==> config.mk <==
export PLATFORM = sky130hd
export DESIGN_NAME = delivery_payload_parser_top
export DESIGN_NICKNAME = d
export VERILOG_FILES = /design/src/sv/dpp_pkg.sv /design/src/sv/dpp_parse_core.sv /design/src/sv/dpp_out_reg.sv /design/src/sv/delivery_payload_parser_top.sv
export VERILOG_INCLUDE_DIRS = /design/src /design/src/sv
export SDC_FILE = /design/constraint.sdc
export NUM_CORES = 1
export LEC_CHECK = 0
export BUFFER_PORTS_ARGS = -buffer_cell sky130_fd_sc_hd__buf_2
export CAP_MARGIN = 20
export CORE_ASPECT_RATIO = 1.2
export CORE_UTILIZATION = 39
export DETAILED_ROUTE_END_ITERATION = 6
export PLACE_DENSITY = 0.55
export RECOVER_POWER = 100
export SLEW_MARGIN = 10
export SYNTH_ARGS = -nofsm -noshare
export SYNTH_HDL_FRONTEND = slang
export SYNTH_SLANG_ARGS = --single-unit
==> constraint.sdc <==
create_clock -name clock -period 9.2 [get_ports clock]
set_clock_uncertainty 0.15 [all_clocks]
set_input_delay 0.92 -clock clock [delete_from_list [all_inputs] [get_ports clock]]
set_output_delay 0.92 -clock clock [all_outputs]
set_load 0.02 [all_outputs]
==> src/sv/delivery_payload_parser_top_defines.svh <==
// Assertion macros shared by the payload parser modules.
`ifndef DELIVERY_PAYLOAD_PARSER_TOP_DEFINES_SVH
`define DELIVERY_PAYLOAD_PARSER_TOP_DEFINES_SVH

// Antecedent implies consequent in the same cycle.
`define DPP_ASSERT_IMP(label, clk, rst, ante, cons, msg) \
   label: assert property (@(posedge clk) disable iff (rst) (ante) |-> (cons)) \
      else $error(msg);

// Antecedent implies consequent in the next cycle.
`define DPP_ASSERT_NXT(label, clk, rst, ante, cons, msg) \
   label: assert property (@(posedge clk) disable iff (rst) (ante) |=> (cons)) \
      else $error(msg);

`endif

==> src/sv/dpp_pkg.sv <==
// Types, constants and lookup functions of the delivery payload parser.
package dpp_pkg;

   localparam int unsigned MAGIC_BYTES    = 8;
   localparam int unsigned SIZE_END       = 16;
   localparam int unsigned HDR_BYTES      = 18;
   localparam int unsigned PREFIX_BYTES   = 7;
   localparam int unsigned HEX_DIGITS_DEF = 64;
   localparam int unsigned COUNT_W        = 17;
   localparam int unsigned SIZE_W         = 64;
   localparam int unsigned LEN_W          = 16;

   localparam logic [COUNT_W-1:0] COUNT_MAX = '1;

   localparam logic ACT_BYTE = 1'b0;
   localparam logic ACT_END  = 1'b1;

   localparam logic KIND_KEY    = 1'b0;
   localparam logic KIND_STATUS = 1'b1;

   typedef enum logic [2:0] {
      ST_OK        = 3'd0,
      ST_EMPTY     = 3'd1,
      ST_TRUNCATED = 3'd2,
      ST_BAD_MAGIC = 3'd3,
      ST_EMPTY_KEY = 3'd4,
      ST_LEN_MISM  = 3'd5,
      ST_BAD_KEY   = 3'd6
   } status_type;

   typedef struct packed {
      logic       action;
      logic [7:0] data_byte;
   } item_type;

   typedef struct packed {
      logic              kind;
      logic [7:0]        key_byte;
      status_type        status;
      logic [SIZE_W-1:0] size_value;
      logic [LEN_W-1:0]  key_length;
   } result_type;

   function automatic logic [7:0] magic_byte(input logic [2:0] idx);
      logic [7:0] b;
      unique case (idx)
         3'd0: b = 8'h57;
         3'd1: b = 8'h59;
         3'd2: b = 8'h52;
         3'd3: b = 8'h45;
         3'd4: b = 8'h4D;
         3'd5: b = 8'h44;
         3'd6: b = 8'h50;
         3'd7: b = 8'h31;
      endcase
      return b;
   endfunction

   function automatic logic [7:0] prefix_byte(input logic [2:0] idx);
      logic [7:0] b;
      unique case (idx)
         3'd0:    b = 8'h73;
         3'd1:    b = 8'h68;
         3'd2:    b = 8'h61;
         3'd3:    b = 8'h32;
         3'd4:    b = 8'h35;
         3'd5:    b = 8'h36;
         3'd6:    b = 8'h3A;
         default: b = 8'h00;
      endcase
      return b;
   endfunction

   function automatic logic is_lower_hex(input logic [7:0] b);
      return (b >= 8'h30 && b <= 8'h39) || (b >= 8'h61 && b <= 8'h66);
   endfunction

endpackage

==> src/sv/dpp_parse_core.sv <==
// Parser state and per-item result logic of the delivery payload parser.
`include "delivery_payload_parser_top_defines.svh"

module dpp_parse_core #(
   parameter int unsigned HEX_DIGITS = dpp_pkg::HEX_DIGITS_DEF
) (
   input  logic                clock,
   input  logic                reset,
   input  logic                item_valid,
   input  dpp_pkg::item_type   item,
   input  logic                advance,
   output logic                has_result,
   output dpp_pkg::result_type result
);
   import dpp_pkg::*;

   localparam int unsigned KEY_LEN = PREFIX_BYTES + HEX_DIGITS;

   logic [COUNT_W-1:0] byte_count_ff, byte_count_in;
   logic [SIZE_W-1:0]  size_accum_ff, size_accum_in;
   logic [LEN_W-1:0]   length_accum_ff, length_accum_in;
   logic               magic_good_ff, magic_good_in;
   logic               key_good_ff, key_good_in;

   logic [COUNT_W-1:0] pos;
   logic [COUNT_W-1:0] kp;
   logic               header_done;
   logic [7:0]         b;

   assign pos         = byte_count_ff;
   assign kp          = pos - COUNT_W'(HDR_BYTES);
   assign header_done = (pos >= COUNT_W'(HDR_BYTES));
   assign b           = item.data_byte;

   always_comb begin
      byte_count_in   = byte_count_ff;
      size_accum_in   = size_accum_ff;
      length_accum_in = length_accum_ff;
      magic_good_in   = magic_good_ff;
      key_good_in     = key_good_ff;
      if (item_valid && advance) begin
         unique case (item.action)
            ACT_BYTE: begin
               if (pos != COUNT_MAX) begin
                  byte_count_in = pos + COUNT_W'(1);
               end
               if (pos < COUNT_W'(MAGIC_BYTES)) begin
                  if (b != magic_byte(pos[2:0])) begin
                     magic_good_in = 1'b0;
                  end
               end else if (pos < COUNT_W'(SIZE_END)) begin
                  size_accum_in[{pos[2:0], 3'b000} +: 8] =
                     size_accum_ff[{pos[2:0], 3'b000} +: 8] | b;
               end else if (pos < COUNT_W'(HDR_BYTES)) begin
                  length_accum_in[{pos[0], 3'b000} +: 8] =
                     length_accum_ff[{pos[0], 3'b000} +: 8] | b;
               end else begin
                  if (kp < COUNT_W'(PREFIX_BYTES)) begin
                     if (b != prefix_byte(kp[2:0])) begin
                        key_good_in = 1'b0;
                     end
                  end else if (kp < COUNT_W'(KEY_LEN)) begin
                     if (!is_lower_hex(b)) begin
                        key_good_in = 1'b0;
                     end
                  end else begin
                     key_good_in = 1'b0;
                  end
               end
            end
            ACT_END: begin
               byte_count_in   = '0;
               size_accum_in   = '0;
               length_accum_in = '0;
               magic_good_in   = 1'b1;
               key_good_in     = 1'b1;
            end
         endcase
      end
   end

   always_comb begin
      has_result        = item_valid && ((item.action == ACT_END) || header_done);
      result.kind       = KIND_KEY;
      result.key_byte   = b;
      result.status     = ST_OK;
      result.size_value = '0;
      result.key_length = '0;
      if (item.action == ACT_END) begin
         result.kind     = KIND_STATUS;
         result.key_byte = '0;
         priority if (pos == '0) begin
            result.status = ST_EMPTY;
         end else if (!header_done) begin
            result.status = ST_TRUNCATED;
         end else if (!magic_good_ff) begin
            result.status = ST_BAD_MAGIC;
         end else if (length_accum_ff == '0) begin
            result.status = ST_EMPTY_KEY;
         end else if (pos != COUNT_W'(HDR_BYTES) + COUNT_W'(length_accum_ff)) begin
            result.status = ST_LEN_MISM;
         end else if (!key_good_ff || length_accum_ff != LEN_W'(KEY_LEN)) begin
            result.status = ST_BAD_KEY;
         end else begin
            result.status = ST_OK;
         end
         if (header_done) begin
            result.size_value = size_accum_ff;
            result.key_length = length_accum_ff;
         end
      end
   end

   always_ff @(posedge clock) begin
      if (reset) begin
         byte_count_ff   <= '0;
         size_accum_ff   <= '0;
         length_accum_ff <= '0;
         magic_good_ff   <= 1'b1;
         key_good_ff     <= 1'b1;
      end else begin
         byte_count_ff   <= byte_count_in;
         size_accum_ff   <= size_accum_in;
         length_accum_ff <= length_accum_in;
         magic_good_ff   <= magic_good_in;
         key_good_ff     <= key_good_in;
      end
   end

   `DPP_ASSERT_NXT(a_end_clears, clock, reset,
      item_valid && advance && item.action == ACT_END,
      byte_count_ff == '0 && magic_good_ff && key_good_ff && length_accum_ff == '0,
      "end item did not clear parser state")
   `DPP_ASSERT_NXT(a_byte_counts, clock, reset,
      item_valid && advance && item.action == ACT_BYTE,
      byte_count_ff != '0,
      "payload byte left byte count at zero")

endmodule

==> src/sv/dpp_out_reg.sv <==
// Result register of the delivery payload parser.
module dpp_out_reg (
   input  logic                clock,
   input  logic                reset,
   input  logic                load,
   input  dpp_pkg::result_type load_data,
   input  logic                rsp_stall,
   output logic                out_free,
   output logic                rsp_valid,
   output dpp_pkg::result_type rsp_data
);
   import dpp_pkg::*;

   logic       valid_ff, valid_in;
   result_type data_ff, data_in;

   assign out_free  = !valid_ff || !rsp_stall;
   assign rsp_valid = valid_ff;
   assign rsp_data  = data_ff;

   always_comb begin
      valid_in = valid_ff;
      data_in  = data_ff;
      if (load) begin
         valid_in = 1'b1;
         data_in  = load_data;
      end else if (!rsp_stall) begin
         valid_in = 1'b0;
      end
   end

   always_ff @(posedge clock) begin
      if (reset) begin
         valid_ff <= 1'b0;
      end else begin
         valid_ff <= valid_in;
      end
   end

   always_ff @(posedge clock) begin
      data_ff <= data_in;
   end

endmodule

==> src/sv/delivery_payload_parser_top.sv <==
// Top level of the delivery payload parser: input register, parser core, result register.
//
// Input channel req_: one item per handshake, req_action selects a payload byte
// (req_data_byte) or the end of the payload. Result channel rsp_: an echoed key
// byte (rsp_kind 0) for every payload byte at offset 18 or later, and one status
// item (rsp_kind 1) with the decoded size and key length for every end item.
// Header bytes produce no result.
// Path: an accepted item lands in the input register, and its result is then loaded into the
// result register, whose valid flag drives rsp_valid; rsp_stall can hold the item in the
// input register before that load.
// Throughput: one item per cycle while no result waits under rsp_stall, set by the state
// update between the input register and the result register.
// Stall: while rsp_stall holds a waiting result, items that produce no result still
// drain; an item with a result waits in the input register and req_stall rises
// once that register is occupied and cannot advance.
// Reset: synchronous, active high; clears both registers' valid flags and returns
// the parser to the start of a payload.
`include "delivery_payload_parser_top_defines.svh"

module delivery_payload_parser_top #(
   parameter int unsigned HEX_DIGITS = dpp_pkg::HEX_DIGITS_DEF
) (
   input  logic                          clock,
   input  logic                          reset,
   input  logic                          req_valid,
   output logic                          req_stall,
   input  logic                          req_action,
   input  logic [7:0]                    req_data_byte,
   output logic                          rsp_valid,
   input  logic                          rsp_stall,
   output logic                          rsp_kind,
   output logic [7:0]                    rsp_key_byte,
   output logic [2:0]                    rsp_status,
   output logic [dpp_pkg::SIZE_W-1:0]    rsp_size_value,
   output logic [dpp_pkg::LEN_W-1:0]     rsp_key_length
);
   import dpp_pkg::*;

   logic       in_valid_ff, in_valid_in;
   item_type   in_item_ff, in_item_in;
   logic       move;
   logic       has_result;
   logic       out_free;
   logic       accept;
   result_type result;
   result_type rsp_data;

   assign move      = in_valid_ff && (out_free || !has_result);
   assign req_stall = in_valid_ff && !move;
   assign accept    = req_valid && !req_stall;

   always_comb begin
      in_valid_in = in_valid_ff;
      in_item_in  = in_item_ff;
      if (accept) begin
         in_valid_in          = 1'b1;
         in_item_in.action    = req_action;
         in_item_in.data_byte = req_data_byte;
      end else if (move) begin
         in_valid_in = 1'b0;
      end
   end

   always_ff @(posedge clock) begin
      if (reset) begin
         in_valid_ff <= 1'b0;
      end else begin
         in_valid_ff <= in_valid_in;
      end
   end

   always_ff @(posedge clock) begin
      in_item_ff <= in_item_in;
   end

   dpp_parse_core #(
      .HEX_DIGITS (HEX_DIGITS)
   ) u_core (
      .clock      (clock),
      .reset      (reset),
      .item_valid (in_valid_ff),
      .item       (in_item_ff),
      .advance    (move),
      .has_result (has_result),
      .result     (result)
   );

   dpp_out_reg u_out (
      .clock     (clock),
      .reset     (reset),
      .load      (move && has_result),
      .load_data (result),
      .rsp_stall (rsp_stall),
      .out_free  (out_free),
      .rsp_valid (rsp_valid),
      .rsp_data  (rsp_data)
   );

   assign rsp_kind       = rsp_data.kind;
   assign rsp_key_byte   = rsp_data.key_byte;
   assign rsp_status     = rsp_data.status;
   assign rsp_size_value = rsp_data.size_value;
   assign rsp_key_length = rsp_data.key_length;

   `DPP_ASSERT_IMP(a_rise_from_move, clock, reset,
      $rose(rsp_valid), $past(move && has_result),
      "result appeared without an item moving out of the input register")
   `DPP_ASSERT_IMP(a_key_item_clean, clock, reset,
      rsp_valid && rsp_kind == KIND_KEY,
      rsp_status == ST_OK && rsp_size_value == '0 && rsp_key_length == '0,
      "key byte item carries status fields")

endmodule
After elaboration in Yosys (flattened, before gate mapping)
Memories as Yosys holds them, arrays and structs flattened. A register that Yosys moved wholly into a read port is not among the register bits.
Cells that the tools add are included.
{ "word_totals": {"mem_count": 1, "register_bits": 202, "mem_bits_ro": 56} }
{ "memory_table": {"columns": ["memory", "words", "word_bits", "read_ports", "rd_ports_with_merged_regs", "write_ports", "line_no", "source"], "rows": [
  ["(name not given)", 8, 7, 1, 1, 0, "dpp_pkg.sv:46", "unique case (idx)"]
]} }
{ "classes": {"n_lt_le_gt_ge": 10, "n_bitwise": 5, "add_sub_neg": 5, "eq_ne": 22, "mux": 46, "shift": 6, "reduce_logical": 31} }
{ "op_table": {"columns": ["cell", "count"], "rows": [
  ["two-way mux 64 bit", 2],
  ["case mux 64 bit (2 select lines)", 1],
  ["two-way mux 92 bit", 1],
  ["two-way mux 80 bit", 1],
  ["two-way mux 8 bit", 9],
  ["bitwise mux 64 bit", 1],
  ["variable shift 8 x 8 -> 64 bit, first input constant", 1],
  ["variable part select 64 x 7 -> 8 bit", 1],
  ["variable part select 8 x 8 -> 64 bit", 1],
  ["case mux 7 bit (7 select lines)", 1],
  ["two-way mux 16 bit", 3],
  ["< comparator 17 x 5 -> 1 bit, second input constant", 2],
  ["case mux 17 bit (2 select lines)", 1],
  ["case mux 16 bit (2 select lines)", 1],
  ["two-way mux 3 bit", 8],
  ["adder 17 x 1 -> 17 bit, second input constant", 1],
  ["adder 5 x 16 -> 17 bit, first input constant", 1],
  [">= comparator 17 x 5 -> 1 bit, second input constant", 1],
  ["logical NOT 17 bit", 1],
  ["< comparator 17 x 3 -> 1 bit, second input constant", 1],
  ["< comparator 17 x 4 -> 1 bit, second input constant", 1],
  ["< comparator 17 x 7 -> 1 bit, second input constant", 1],
  ["two-way mux 17 bit", 1],
  ["!= test 17 bit", 1],
  ["other kinds (37)", 82]
]} }

Longest topological paths before layout
Gate-level depths: netlist of the first run.
{ "logic_depth": {"word_depth": 16, "depth_mapped": 15} }

Cells and area by module
A second synthesis of the first run with hierarchy kept.
{ "hier_totals": {"hier_cells": 858, "hier_area_um2": 9456.6} }
{ "modules_own_cells": {"columns": ["module", "instances", "cells_each", "area_each_um2", "seq_area_each_um2"], "rows": [
  ["dpp_parse_core", 1, 744, 6322.3, 2122.0],
  ["dpp_out_reg", 1, 96, 2795.2, 2782.7],
  ["delivery_payload_parser_top", 1, 18, 339.1, 290.3]
]} }

Worst setup path before layout of the first run
OpenSTA, ideal clock, no wires.
{ "synth_path": {"path_kind": "reg2reg", "start": "reg u_core.byte_count_ff[1]", "end": "reg u_out.data_ff (netlist bit u_out.rsp_data[0]), enable pin", "path_buffers": 3, "setup_time_ns": 0.544, "arrival_time_ns": 6.109, "synth_period_minus_slack_ns": 6.802, "path_stages_with_launch": 11, "required_time_ns": 8.506, "slack_ns": 2.398, "path_cell_list": "dfxtp_1 clkbuf_1 clkbuf_1 inv_1 ha_1 nand2b_1 a2111oi_2 nand2b_1 clkbuf_1 nor2_1 nor2_1"} }
{ "synth_via": {"elab_chain_len": 7} }
{ "synth_lines": {"columns": ["element", "line_no", "source"], "rows": [
  ["start: declaration", "dpp_parse_core.sv:19", "logic [COUNT_W-1:0] byte_count_ff, byte_count_in;"],
  ["start signal: assignment", "dpp_parse_core.sv:122", "byte_count_ff <= byte_count_in;"],
  [">= comparator 17 x 5 -> 1 bit (*)", "dpp_parse_core.sv:32", "assign header_done = (pos >= COUNT_W'(HDR_BYTES));"],
  ["logical OR 1 bit (*)", "dpp_parse_core.sv:83", "has_result = item_valid && ((item.action == ACT_END) || header_done);"],
  ["logical AND 1 bit (*)", "dpp_parse_core.sv:83", null],
  ["logical NOT 1 bit", "delivery_payload_parser_top.sv:48", "assign move = in_valid_ff && (out_free || !has_result);"],
  ["logical OR 1 bit", "delivery_payload_parser_top.sv:48", null],
  ["logical AND 1 bit", "delivery_payload_parser_top.sv:48", null],
  ["logical AND 1 bit (*)", "delivery_payload_parser_top.sv:91", ".load (move && has_result),"],
  ["named net u_out.load", "dpp_out_reg.sv:5", "input logic load,"],
  ["end signal: assignment", "dpp_out_reg.sv:41", "data_ff <= data_in;"],
  ["end: declaration", "dpp_out_reg.sv:15", "result_type data_ff, data_in;"]
]} }
Mark *: on every way through the listed nets, which the timed path passes. The rest lies on a longest branch.
A chain may end at the register's enable or synchronous reset.

Final worst setup path of the first run
{ "layout_path": {"start": "reg in_item_ff[8] in the netlist's numbering", "end": "reg u_out.data_ff (netlist bit u_out.rsp_data[7]), enable pin"} }
{ "layout_via": {"elab_chain_len": 6} }
{ "layout_lines": {"columns": ["element", "line_no", "source"], "rows": [
  ["start: declaration", "delivery_payload_parser_top.sv:40", "item_type in_item_ff, in_item_in;"],
  ["start signal: assignment", "delivery_payload_parser_top.sv:73", "in_item_ff <= in_item_in;"],
  ["logical OR 1 bit (*)", "dpp_parse_core.sv:83", null],
  ["logical AND 1 bit (*)", "dpp_parse_core.sv:83", null],
  ["logical NOT 1 bit", "delivery_payload_parser_top.sv:48", null],
  ["logical OR 1 bit", "delivery_payload_parser_top.sv:48", null],
  ["logical AND 1 bit", "delivery_payload_parser_top.sv:48", null],
  ["logical AND 1 bit (*)", "delivery_payload_parser_top.sv:91", null],
  ["named net u_out.load", "dpp_out_reg.sv:5", null]
]} }
Marks and branches as above.

==> impl_metrics.ini, run 1 <==
[outcome]
status = complete, but fails checks
failed_checks = design-rule violations, max-capacitance violations, max-slew violations

[route]
initialDrtViolationCount = 479
dr_total_vias = 7476
drc = 1
drt-vias-per-instance = 5.53
wl_mm = 27.6
firstDrtPassIters = 7
ant_nets = 0
wl_per_cell_um = 20.4

[layout]
n_antenna_cell = 0
final_cells = 1353
area_growth_pct = 13.2
fillers = 2467
design_area_um2 = 11400
drive_above_1_share = 0.0792
final_nets = 1037

[clocking]
cts.sinks = 209
cts_root_buf = clkbuf_16
post_cts_resized = 0
clkSlewWorstSetupHoldPaths_ns = 0.06
cts_buffer_depth = 3
cts_hold_buf = 0
htree_levels = 1
cts_tree = built
numCtsBuffers = 22
clk_latency_ns = 0.53
post_cts_buffers = 0

[power_and_ir_drop]
p_leak_uw = 0.00423
power_uw = 2010
irDropWorstVdd_v = 0.000112
power.density_nw_per_um2 = 177

[synthesis]
synth-seq-cells = 209
synth_fa_ha_area_frac = 0.0212
synth_top_family_by_area = simple AND/OR/NAND/NOR gates
synth_area_per_cell_um2 = 10.6
yosys_warnings = 0
ys_types = 69
synth_edf_count = 101
ys.flop_type = dfxtp_1
synth-simple-area-share = 0.198
async_reset_ff_frac = 0
netlist_area_um2 = 10000
synth_compound_area_frac = 0.121
synth_nets = 974
synth.area.mux_share = 0.0681
synth-xor-area-share = 0.0381
postSynthCellCount = 944
synth_seq_area_share = 0.517

[worst_setup_path]
critPathRequiredTime_ns = 9.20
worst-path-buf-inv = 2
critical_path_class = reg2reg
path_cells = clkbuf_1 -> nor2_1 -> nor2_1 -> buf_4
start_kind = flip-flop
slowest_stage = clkbuf_1
critPathTopFamily = buffers and inverters
cpPeakStageDelay_ns = 2.38
path_max_fanout = 103
critPathCaptureType = flip-flop
arrival_ns = 6.26
cpMostUsedCell = nor2_1

[global_route]
grt_pass1_wl_mm = 42.5
grt_overflow_total = 0
grt_usage = 0.211
antenna_found_initial = 1
grt_pass1_vias = 7155
grt_max_degree = 104

[floorplan]
rows = 64
io_pins = 107
initial_core_util = 0.396
die_area_um2 = 26400
die_y_um = 178
die_w_um = 149
fp.coreArea_um2 = 25400

[timing]
finalHoldViolCount = 0
min_period_over_period = 0.680
final.setup.tns_ns = 0
final-setup-viol-count = 0
rsz0062_at_grt = false
slew_headroom = -1.32
min_period_ns = 6.26
worst_slew_pin_slew_ns = 3.48
maxSlewViolCount = 132
fmaxAchievable_ghz = 0.160

[place]
portBuffers = 106
gp_congestion = 0.854
place_inst = 1313
dpl_cell_area_um2 = 10800
hpwl_mm = 19.0

[hold_path]
hold_path.class = reg2reg

[run]
maxCapViolations = 2
## synth_stat cells (all sizes together) (11+ instances only)
master	n	area, um2
nand3	41	205
a211oi	11	82.6
o31ai	21	171
xor2	14	123
xnor2	27	236
nor4	13	81.3
nor2b	13	81.3
a22o	31	272
edfxtp	101	3030
mux2i	29	290
o21ai	17	85.1
and3	85	532
nor3	22	120
a211o	11	96.3
clkbuf	70	263
mux4	16	360
dfxtp	108	2160
ha	17	213
inv	17	63.8
nand2	74	280
nor2	55	206
and2	14	87.6
a21oi	26	145
## worst min-delay path, cell delays in order, from the launching register on
cell	delay, ns
dfxtp_1	0.33
nand2_1	0.06
mux2i_1	0.05
## kinds of logic after synthesis
kind of cell	Yosys count
buffers and inverters	96
DFF	209
muxes	48
xor gates and xnor gates	42
adders and majority gates	17
and+or+nand+nor	370
AOI/OAI and AO/OA	162
## flip-flops by register name, summed over array words and instances (netlist names), named ones only
register and flops:
in_valid_ff 1, in_item_ff 9, u_core.magic_good_ff 1, u_core.byte_count_ff 17
u_core.key_good_ff 1, u_out.rsp_valid 1, u_core.length_accum_ff 16, u_core.size_accum_ff 64
u_out.rsp_data 92
## path summary, 6_finish.rpt
path / depth (start not counted) / startpoint / to / slack [ns]
hold reg to reg: 2 / u_core.size_accum_ff[33] / u_core.size_accum_ff[33] / 0.34
setup / recovery: 4 / in_item_ff[8] / u_out.rsp_data[7] / 2.94
hold / removal: 2 / u_core.size_accum_ff[33] / u_core.size_accum_ff[33] / 0.34
setup reg to reg: 4 / in_item_ff[8] / u_out.rsp_data[7] / 2.94
## through the flow
stage,hold WS (ns),setup WS [ns],utilization
after floorplan,0.290,2.40,-
final,0.341,2.94,0.448
after detailed placement,0.333,4.81,0.425
after CTS,0.346,4.24,0.455
after global placement,0.330,4.89,0.425
after global routing,0.359,2.20,0.448
## placed cells by master, fill, tap and decap left out, types with 3 or more instances in the layout
| master | instances |
|---|---|
| dfxtp_1 | 107 |
| clkbuf_1 | 103 |
| edfxtp_1 | 101 |
| and3_1 | 85 |
| nand2_1 | 73 |
| nor2_1 | 55 |
| nand3_1 | 41 |
| a22o_1 | 31 |
| mux2i_1 | 29 |
| xnor2_1 | 27 |
| a21oi_1 | 26 |
| clkbuf_16 | 23 |
| o31ai_1 | 21 |
| nor3_1 | 20 |
| o21ai_0 | 17 |
| inv_1 | 17 |
| ha_1 | 17 |
| mux4_2 | 16 |
| xor2_1 | 14 |
| nor2b_1 | 13 |
| nor4_1 | 13 |
| buf_2 | 12 |
| and2_1 | 11 |
| a211oi_1 | 11 |
| a211o_1 | 11 |
| o21a_1 | 10 |
| or3_1 | 9 |
| nand4_1 | 8 |
| a31oi_1 | 7 |
| buf_4 | 7 |
| nand2b_1 | 6 |
| or4_1 | 6 |
| and4_1 | 6 |
| a21o_1 | 5 |
| nor3b_1 | 5 |
| clkbuf_8 | 5 |
| mux2_2 | 3 |
| and2_0 | 3 |
## layout make-up
cell class                      count  area [um2]  share of cell area
Inverter                           18        67.6             0.00594
Tap cell                          330         413              0.0363
Multi-Input combinational cell    639        4460               0.392
Sequential cell                   209        5200               0.457
Clock inverter                      7        91.3             0.00803
Timing Repair Buffer              117         480              0.0423
Clock buffer                       33         663              0.0583
## layer usage
layer | vias to the layer above | track usage | wire length (um)
met4 | 2 | 0.0588 | 589
met1 | 3576 | 0.281 | 12400
met3 | 45 | 0.0368 | 1570
met5 | - | 0 | 13
met2 | 224 | 0.348 | 13100
li1 | 3629 | - | -
## where the power goes
part / switching (uW) / leakage (uW) / internal [uW]
combinational: 74.3 / 0.00203 / 27.8
clock: 375 / 0.000371 / 533
sequential: 16.8 / 0.00182 / 987
Power figures use the tool's default switching activity.
==> inputs of run 2 (changes only) <==
- clock period: 9.2 -> 6.1 ns (I/O delays scaled with it)
==> impl_metrics.ini, run 2 (synthesized netlist as in run 1, its figures left out) <==
[timing]
final-setup-viol-count = 0
finalHoldViolCount = 0
slew_headroom = 0.0973
worst_slew_pin_slew_ns = 1.35
setup_ws_ns = 1.33
fmaxAchievable_ghz = 0.210
final.setup.tns_ns = 0
maxSlewViolCount = 0
min_period_ns = 4.77
min_period_over_period = 0.781
rsz0062_at_grt = false

[worst_setup_path]
start_kind = flip-flop
cpMostUsedCell = nand2b_1
critPathRequiredTime_ns = 5.34
reg2reg_from = u_core.byte_count_ff[1]
worstReg2RegEnd = u_out.rsp_data[80]
r2r_slack_ns = 1.54
arrival_ns = 4.01
critPathCaptureType = output port
startpoint = u_core.byte_count_ff[1]
slowest_stage = nand2b_1
setup.worst_path.end = req_stall
critical_path_class = reg2out
cpPeakStageDelay_ns = 0.79
path_max_fanout = 44
path_cells = buf_4 -> inv_1 -> ha_1 -> nand2b_1 -> a2111oi_2 -> nand2b_1 -> o21ai_0 -> nor2_1 -> clkbuf_1
worst_r2r_path_depth = 10

[power_and_ir_drop]
power.density_nw_per_um2 = 264
swShare = 0.231
irDropWorstVdd_v = 0.000168
internal_power_uw = 2310
power.switching_uw = 694
p_clk_frac = 0.445
p_leak_uw = 0.00423
p_comb_frac = 0.052
seqPwrFrac = 0.504

[place]
preCtsSetupSlack_ns = 2.07
gp_congestion = 0.852
portBuffers = 106
hpwl_mm = 19.3

[global_route]
grt_pass1_wl_mm = 43.0
grt_max_degree = 104
grt_usage = 0.212
antenna_found_initial = 0
grt_pass1_vias = 7231
grt_overflow_total = 0

[outcome]
failed_checks = design-rule violations
status = complete, but fails checks

[floorplan]
die_area_um2 = 26400
initial_core_util = 0.396
io_pins = 107
fp.coreArea_um2 = 25400
die_y_um = 178
die_w_um = 149
rows = 64

[layout]
final_nets = 1038
n_antenna_cell = 0
fin_util = 0.447
drive_above_1_share = 0.0781
final_common_cell = dfxtp_1
layout_common_cells = dfxtp_1 (107), clkbuf_1 (101), edfxtp_1 (101)
largest_reg_flops = 92
area_growth_pct = 12.9

[clocking]
post_cts_resized = 0
cts_buffer_depth = 3
htree_levels = 1
cts_hold_buf = 0
numCtsBuffers = 22
cts.sinks = 209
cts_root_buf = clkbuf_16
post_cts_buffers = 0
cts_tree = built
clk_latency_ns = 0.53
clkSlewWorstSetupHoldPaths_ns = 0.06

[route]
ant_nets = 0
firstDrtPassIters = 6
initialDrtViolationCount = 470
drt-vias-per-instance = 5.58
wl_mm = 27.4
dr_total_vias = 7552
drc = 1
wl_per_cell_um = 20.2

[hold_path]
hold_path.class = in2reg

[run]
maxCapViolations = 0
## run 2: worst min path at each step
stage                        startpoint                        to  slack (ns)  cells past startpoint
6_report               req_data_byte[4]             in_item_ff[4]        0.12                      1
2_1_floorplan  u_core.size_accum_ff[24]  u_core.size_accum_ff[24]        0.29                      2
3_3_place_gp   u_core.size_accum_ff[37]  u_core.size_accum_ff[37]        0.32                      2
3_5_place_dp   u_core.size_accum_ff[37]  u_core.size_accum_ff[37]        0.32                      2
4_1_cts                req_data_byte[4]             in_item_ff[4]        0.10                      1
5_1_grt                req_data_byte[4]             in_item_ff[4]        0.11                      1
## run 2: power groups by stage
stage          clock network [uW]  logic, uW  registers (uW)
3_5_place_dp                    0        161            1540
2_1_floorplan                   0       95.1            1550
5_1_grt                      1420        168            1510
3_3_place_gp                    0        160            1540
6_report                     1330        155            1510
4_1_cts                      1370        162            1510
## run 2: worst max-delay path: cells and delay by family, from the launching register on
kind / cells / cell delay, ns
adders and majority gates: 1 / 0.26
AOI/OAI and AO/OA: 2 / 1.08
and+or+nand+nor: 3 / 1.12
DFF: 1 / 0.39
buffers and inverters: 3 / 0.62
## run 2: routing by layer
layer,track usage,share of wire,wire length [um]
met1,0.285,0.45,12400
met2,0.350,0.47,12900
met3,0.0265,0.048,1320
met4,0.0726,0.029,801
met5,0,0,0
## run 2: area by class of cell
type,instances,area [um2]
Timing Repair Buffer,118,489
Clock buffer,30,632
Fill cell,2443,14000
Multi-Input combinational cell,639,4450
Clock inverter,10,101
Tap cell,330,413
Sequential cell,209,5200
Inverter,18,67.6
## run 2: metrics by stage
step                cell area, um2  instances  hold slack (ns)  total power, uW
global route                 11300       1354            0.106             3100
detailed placement           10800       1314            0.320             1700
floorplan                    10000        944            0.290             1640
global placement             10800       1314            0.323             1700
CTS                          11500       1354            0.102             3040
finish                       11300       1354            0.122             3000
==> inputs of run 3 (changes only) <==
- ABC_AREA: unset -> 1
- PLACE_DENSITY: 0.55 -> 0.57
- clock period: 6.1 -> 4.29 ns (I/O delays scaled with it)
==> impl_metrics.ini, run 3 <==
[outcome]
status = complete, but fails checks
failed_checks = max-capacitance violations, max-slew violations

[synthesis]
yosysTopAreaCell = edfxtp_1
yosys_warnings = 0
synth_nets = 1474
synthTopCellsByCount = nand2_1 (297), nor2_1 (256), inv_1 (163), nand3_1 (125), dfxtp_1 (108)
synth_top_family_by_area = simple AND/OR/NAND/NOR gates
yosys.cell_count.top_type = nand2_1
synth_seq_area_share = 0.477
ys_top_cells_by_area = edfxtp_1 (28%), dfxtp_1 (20%), nand2_1 (10%)
ys_types = 42
synth-simple-area-share = 0.309
ys.flop_type = dfxtp_1
postSynthCellCount = 1444
synth_edf_count = 101
synth_fa_ha_area_frac = 0.0195
synth.area.mux_share = 0
netlist_area_um2 = 10900
synth_compound_area_frac = 0.0931
async_reset_ff_frac = 0
synth_area_per_cell_um2 = 7.54
netlist.area_leader.share = 0.279
synth-xor-area-share = 0.0169
synth-seq-cells = 209

[power_and_ir_drop]
swShare = 0.243
p_comb_frac = 0.070
power.density_nw_per_um2 = 358
p_clk_frac = 0.441
p_leak_uw = 0.00463
power.switching_uw = 1070
irDropWorstVdd_v = 0.000239
seqPwrFrac = 0.490
power_uw = 4390
internal_power_uw = 3330

[layout]
drive_above_1_share = 0.0564
area_growth_pct = 13.0
final_common_cell = nand2_1
n_antenna_cell = 0
layout_common_cells = nand2_1 (301), nor2_1 (262), inv_1 (168)
final_nets = 1573
largest_reg_flops = 92

[route]
initialDrtViolationCount = 660
firstDrtPassIters = 6
ant_nets = 0
drt-vias-per-instance = 5.08
wl_per_cell_um = 17.2
wl_mm = 32.6
drc = 0
dr_total_vias = 9641

[global_route]
grt_max_degree = 82
grt_usage = 0.229
antenna_found_initial = 0
grtUsageMet1 = 0.265
grt_use_met3 = 0.0321
use_met2 = 0.403
grt_pass1_wl_mm = 50.4
grt_overflow_total = 0
grt_pass1_vias = 9284
grt_busiest_layer = met2

[place]
hpwl_mm = 24.1
portBuffers = 106
gp_congestion = 0.996

[timing]
min_period_ns = 3.91
maxSlewViolCount = 30
final-setup-viol-count = 0
rsz0062_at_grt = false
fmaxAchievable_ghz = 0.256
slew_headroom = -0.142
final.setup.tns_ns = 0
min_period_over_period = 0.911
finalHoldViolCount = 0
worst_slew_pin_slew_ns = 1.71

[worst_setup_path]
start_kind = flip-flop
critical_path_class = reg2reg
critPathCaptureType = flip-flop
critPathTopFamily = simple AND/OR/NAND/NOR gates
slowest_stage = nor2_1
path_max_fanout = 15
worst-path-buf-inv = 2
cpPeakStageDelay_ns = 0.54
critPathRequiredTime_ns = 4.51
arrival_ns = 4.13
path_cells = inv_1 -> ha_1 -> a21oi_1 -> nor2_1 -> nand2_1 -> nor2_1 -> nand2_1 -> a21oi_4 -> nand2_2 -> nor2_1 -> inv_1 -> nand2_1 -> a21oi_1

[floorplan]
initial_core_util = 0.399
die_w_um = 154
die_y_um = 185
io_pins = 107
rows = 66
die_area_um2 = 28600
fp.coreArea_um2 = 27300

[run]
maxCapViolations = 1

[clocking]
htree_levels = 1
cts_root_buf = clkbuf_16
cts.sinks = 209
cts_buffer_depth = 3
clkSlewWorstSetupHoldPaths_ns = 0.06
cts_tree = built
numCtsBuffers = 23
clk_latency_ns = 0.52

[hold_path]
hold_path.class = in2reg
run 3: per-stage QoR:
stage	utilization	setup slack [ns]	instances	area [um2]	hold slack (ns)
6_report	0.451	0.384	1899	12300	0.0431
5_1_grt	0.451	0.0953	1899	12300	0.0452
4_1_cts	0.461	0.505	1899	12600	0.0323
3_5_place_dp	0.431	0.538	1849	11800	0.307
3_3_place_gp	0.431	0.668	1849	11800	0.304
2_1_floorplan	-	0.591	1444	10900	0.268
run 3: what timing repair did:
| item | CTS | global route |
|---|---|---|
| resized for setup | 0 | 0 |
| hold buffers | 9 | 0 |
| hold endpoints to repair | 9 | 0 |
| setup buffers | 0 | 0 |
run 3: layout make-up:
type | instances | area (um2)
Clock inverter | 12 | 119
Timing Repair Buffer | 131 | 611
Fill cell | 2879 | 15000
Sequential cell | 209 | 5200
Tap cell | 340 | 425
Multi-Input combinational cell | 1002 | 4660
Inverter | 176 | 672
Clock buffer | 29 | 608
run 3: tightest hold or removal path, stage by stage:
cell and delay, ns:
buf_2 0.09, nand2_1 0.07, a21oi_1 0.06
run 3: worst paths after layout:
| path | from | endpoint | slack (ns) | cells past startpoint |
|---|---|---|---|---|
| worst max register to register | u_core.byte_count_ff[2] | u_core.size_accum_ff[4] | 0.38 | 13 |
| worst min-delay path | req_valid | in_valid_ff | 0.04 | 3 |
| worst max-delay path | u_core.byte_count_ff[2] | u_core.size_accum_ff[4] | 0.38 | 13 |
| worst min register to register | u_core.size_accum_ff[52] | u_core.size_accum_ff[52] | 0.31 | 2 |
run 3: cell families after synthesis:
logic type      count (synthesis)
compound gates                198
xor+xnor                       21
buf+inv                       233
simple gates                  766
fa+ha+maj                      17
flops                         209
run 3: power groups by stage:
| stage | Sequential [uW] | Clock [uW] | Combinational (uW) |
|---|---|---|---|
| CTS | 2150 | 1970 | 324 |
| global route | 2160 | 2060 | 336 |
| global placement | 2190 | 0 | 316 |
| finish | 2150 | 1940 | 306 |
| floorplan | 2220 | 0 | 187 |
| detailed placement | 2190 | 0 | 317 |
run 3: metal layers:
metal / part of all wire / wire (um) / up-vias
met2: 0.48 / 15700 / 298
met4: 0.059 / 1940 / 0
met5: 0 / 0 / -
met1: 0.42 / 13500 / 4378
li1: - / - / 4877
met3: 0.045 / 1460 / 88
